[src/rtl/core/nested_containment_chain_assign_macros.svh]
// Assertion macros for the nested containment chain assign block.
// Included by the RTL files that carry concurrent checks; needs clk and rst_n in scope.
`ifndef NESTED_CONTAINMENT_CHAIN_ASSIGN_MACROS_SVH
`define NESTED_CONTAINMENT_CHAIN_ASSIGN_MACROS_SVH

`ifndef SYNTHESIS
`define NCCA_ASSERT(lbl, prop, msg) \
    lbl: assert property (@(posedge clk) disable iff (!rst_n) prop) else $error(msg);
`define NCCA_NEVER(lbl, expr, msg) \
    lbl: assert property (@(posedge clk) disable iff (!rst_n) !(expr)) else $error(msg);
`else
`define NCCA_ASSERT(lbl, prop, msg)
`define NCCA_NEVER(lbl, expr, msg)
`endif

`endif

[src/rtl/core/ncca_pkg.sv]
// Shared types and constants for the nested containment chain assign block.
// Used by the compare unit, the top level and the testbench; no dependencies.
package ncca_pkg;

    localparam int KEY_FIELDS = 3;
    localparam int CHAIN_ID_W = 6;
    localparam int CFG_W      = 2;
    localparam logic [CFG_W-1:0] CFG_RESET = 2'd3;

    typedef enum logic [1:0] {
        ST_IDLE,
        ST_FETCH,
        ST_TEST,
        ST_WRITE
    } ncca_state_t;

endpackage

[src/rtl/core/ncca_dom_cmp.sv]
// Dominance compare unit: checks that a key is signed greater or equal to a tail
// in each compared column. Depends on ncca_pkg.
module ncca_dom_cmp #(
    parameter int COLS  = 3,
    parameter int KEY_W = 32
) (
    input  logic [COLS*KEY_W-1:0]       key,
    input  logic [COLS*KEY_W-1:0]       tail,
    input  logic [ncca_pkg::CFG_W-1:0]  ncols,
    output logic                        dom
);
    import ncca_pkg::*;

    logic [COLS-1:0] col_ok;

    for (genvar c = 0; c < COLS; c++)
    begin : g_col
        assign col_ok[c] = (CFG_W'(c) >= ncols) ||
                           ($signed(key[c*KEY_W +: KEY_W]) >= $signed(tail[c*KEY_W +: KEY_W]));
    end

    assign dom = &col_ok;

endmodule

[config.mk]
export PLATFORM = sky130hd
export DESIGN_NAME = ncca_dom_cmp
export DESIGN_NICKNAME = d
export VERILOG_FILES = /design/src/rtl/core/nested_containment_chain_assign_macros.svh /design/src/rtl/core/ncca_pkg.sv /design/src/rtl/core/ncca_dom_cmp.sv
export SDC_FILE = /design/constraint.sdc
export NUM_CORES = 1
export LEC_CHECK = 0
export BUFFER_PORTS_ARGS = -buffer_cell sky130_fd_sc_hd__clkbuf_2
export CORE_ASPECT_RATIO = 1.75
export CORE_MARGIN = 3
export CORE_UTILIZATION = 30
export DETAILED_ROUTE_END_ITERATION = 8
export MAX_ROUTING_LAYER = met4
export PLACE_DENSITY = 0.65
export SETUP_SLACK_MARGIN = 0.5
export SYNTH_ARGS = -nofsm -noshare
export SYNTH_HDL_FRONTEND = slang
export SYNTH_SLANG_ARGS = --single-unit
[constraint.sdc]
create_clock -name vclk -period 4.4
set_clock_uncertainty 0.15 [all_clocks]
set_input_delay 0.66 -clock vclk [all_inputs]
set_output_delay 0.66 -clock vclk [all_outputs]
set_load 0.05 [all_outputs]
Yosys cells after proc, flatten, opt, wreduce, memory -nomap -nowiden:

Index checks and enable logic that the tools add are counted.

* $add $sub $neg: 0
* $mul: 0
* div/mod/pow operators: 0
* $lt $le $gt $ge: 6
* equal/unequal tests: 0
* shift operators: 0
* muxes and demuxes: 0
* bitwise gates (word level): 0
* reductions and logical operators: 4

Operators by type and width (count)
* $ge 32x32->1: 3
* $ge 1x2->1 const A: 2
* $logic_or 1x1->1: 3
* $reduce_and 3->1: 1
* $ge 2x2->1 const A: 1

* flip-flop bits (word level): 0
* latch bits: 0
* RAM bits: 0
* ROM bits: 0
* memories kept: 0

Logic depth before layout (Yosys ltp):

* word-level depth: 3
* gate-level depth with buffers: 10

Least setup slack after synthesis:

Ideal clock, no wire load.

* path type: input -> output
* start point: input port tail[95]
* end point: output port dom
* arrival: 3.322 ns
* slack: 0.268 ns
* stages on the path: 8
* path buffers: 0
* path through: inv_1 ha_1 nand4_1 or3_1 or3_4 or4_1 and3_1 a221oi_2

* cells in the longest elaborated chain, start to end: 3

Ends and longest elaborated chain
* start, declared: RTL line ncca_dom_cmp.sv:8 `input logic [COLS*KEY_W-1:0] tail,`
* $ge 32x32->1: RTL line ncca_dom_cmp.sv:19 `($signed(key[c*KEY_W +: KEY_W]) >= $signed(tail[c*KEY_W +: KEY_W]));`
* $logic_or 1x1->1: RTL line ncca_dom_cmp.sv:18 `assign col_ok[c] = (CFG_W'(c) >= ncols) ||`
* $reduce_and 3->1: RTL line ncca_dom_cmp.sv:22 `assign dom = &col_ok;`
* end, declared: RTL line ncca_dom_cmp.sv:10 `output logic dom`

No other way between the ends.

Final worst setup path:

Same ends and word-level chain as after synthesis.

==> metrics.txt <==
nets 830; Die Height 126 um; initial antenna violation count 0; unrepaired setup endpoints after global routing no; area fraction of the dominant cell type after synthesis 0.490; slowest stage cell, crit path or4_4; FF+latch area 0 um2; slew of the pin with the lowest slew margin 0.418 ns; relative slew slack 0.714; FFs & Latches 0; worst hold slack 1.67 ns; Avg WL per Cell 11.7 um; endpoints failing hold 0; Net Count, Synth 632; HP Class in2out; drt drc 0; sequential-to-total area share from yosys stat 0; Yosys top cell by area ha_1; WS Path Type in2out; # diodes 0; share of cells above drive strength 1 0.377; clkbuf count 0; Core Region 0.00796 mm2; Layout area overhead 46.9%; I/O pins 195; die area 0.00934 mm2; final period utilization 0.867; Most Frequent Cell on Critical Path or3_4; Via Count 3001; First-pass DRT Iterations 4; Routability Congestion 0.877; starting DRC count in detailed routing 27; LEAKAGE 2.42 nW; count leader, synth inv_1; synth warn 0; top post-synthesis cells by area ha_1, inv_1, a21oi_1, nand4_1, a21o_1; Post-synth top cells inv_1, ha_1, a21oi_1, nand2_1, nand4_1; mapped cell area 0.00245 mm2; Worst VDD drop 0.0356 mV; GR Layer Usage met1 0.135; Critical Path Fanout Max 3; via/cell ratio 4.78; maximum capacitance violations 0; crit path time final 3.81 ns; max incr delay on CP 0.51 ns; vias in the first global route 3133; fmax 0.262 GHz; Crit path max-delay family simple AND/OR/NAND/NOR gates; global-route wire length before repair 11700 um; Req. time, crit path 3.59 ns; setup TNS 0 ns; Post-DRT Antenna Nets 0; Slew Viols, Final 0; Starting Density 0.308; Syn Inst Count 342; Buf+Inv Stages, Crit Path 3; Worst Setup Start Kind input port; gr ovfl total 0; Die Wd 74.3 um; final WL 7340 um; total track usage 0.155; HPWL Detailed 7270 um; I/O Buffers 195; largest net degree at the start of global routing 5; # fillers 809; grt met2 use 0.344; # rows 43; CP Capture Type output pin; Post-Syn Area per Cell 7.17 um2; status complete, no violations; Final setup viols 0; crit path DAT 3.00 ns; CP Cell Sequence clkbuf_2, inv_1, ha_4, nand4_1, or3_4, or3_4, or4_4, and3_4, a221oi_4, buf_8; routing usage on met3 0.00724; PwrDens 85.3 mW/mm2; busiest grt layer met2; library cells used by synthesis 35
==> tightest hold or removal path, stage by stage <==
cell	delay, ns
clkbuf_2	0.09
and3_4	0.19
a221oi_4	0.06
buf_8	0.15
==> stage by stage <==
stage / cells / power [W] / area [um2] / setup slack [ns] / utilization
global route: 628 / 0.000359 / 3600 / 0.515 / 0.452
floorplan: 342 / 0.000171 / 2470 / 0.502 / -
CTS: 627 / 0.000312 / 3580 / 0.508 / 0.450
finish: 628 / 0.000307 / 3600 / 0.586 / 0.452
global placement: 627 / 0.000296 / 3560 / 0.307 / 0.447
detailed placement: 627 / 0.000305 / 3560 / 0.253 / 0.447
==> final cells by class <==
cell class	instances	area [um2]	share of cell area
Inverter	99	372	0.103
Multi-Input combinational cell	243	2120	0.590
Tap cell	90	113	0.0313
Timing Repair Buffer	196	993	0.276
==> cells in the final DEF, fill, tap and decap left out, types with 2 or more instances in the layout <==
master,Yosys,layout
clkbuf_2,0,194
inv_1,99,99
ha_1,96,95
a21oi_1,34,34
nand2_1,19,19
nand4_1,16,16
a21o_1,13,13
o21ai_0,10,10
nor2_1,7,7
nand3_1,7,7
and4_1,5,5
nor2b_1,3,3
a221oi_1,3,3
or3_1,3,2
a2111oi_0,2,2
o211ai_1,2,2
or3_4,1,2
xnor2_1,2,2
a221o_1,2,2
==> repair_timing <==
item	4_1_cts	5_1_grt
pin swaps	2	3
setup buffers	0	1
hold buffers	0	0
gates resized for setup	4	3
endpoints found under the setup margin	1	1
==> routing by layer <==
layer | part of all wire | routed length [um] | vias up
li1 | - | - | 1586
met1 | 0.33 | 2430 | 1290
met2 | 0.58 | 4290 | 121
met3 | 0.075 | 548 | 4
met4 | 0.0090 | 66 | 0
met5 | 0 | 0 | -
==> power by group <==
group          switching, W  internal, W  leakage, nW
clock network             0            0            0
registers                 0            0            0
logic              0.000144     0.000164         2.42
total              0.000144     0.000164         2.42
==> cells by family (layout without fill, tap and decap cells) <==
family	Yosys count	in the layout	share of synthesized area
and+or+nand+nor	69	69	0.155
adders and majority gates	96	96	0.490
xor gates and xnor gates	2	2	0.00714
buffers and inverters	99	295	0.152
muxes	1	1	0.00408
AOI/OAI and AO/OA	75	75	0.193
==> final timing paths <==
kind	startpoint	endpoint	slack, ns	cells past startpoint
setup / recovery	tail[95]	dom	0.59	10
hold / removal	ncols[0]	dom	1.67	4
No activity file was read; power rests on OpenSTA's default activity.
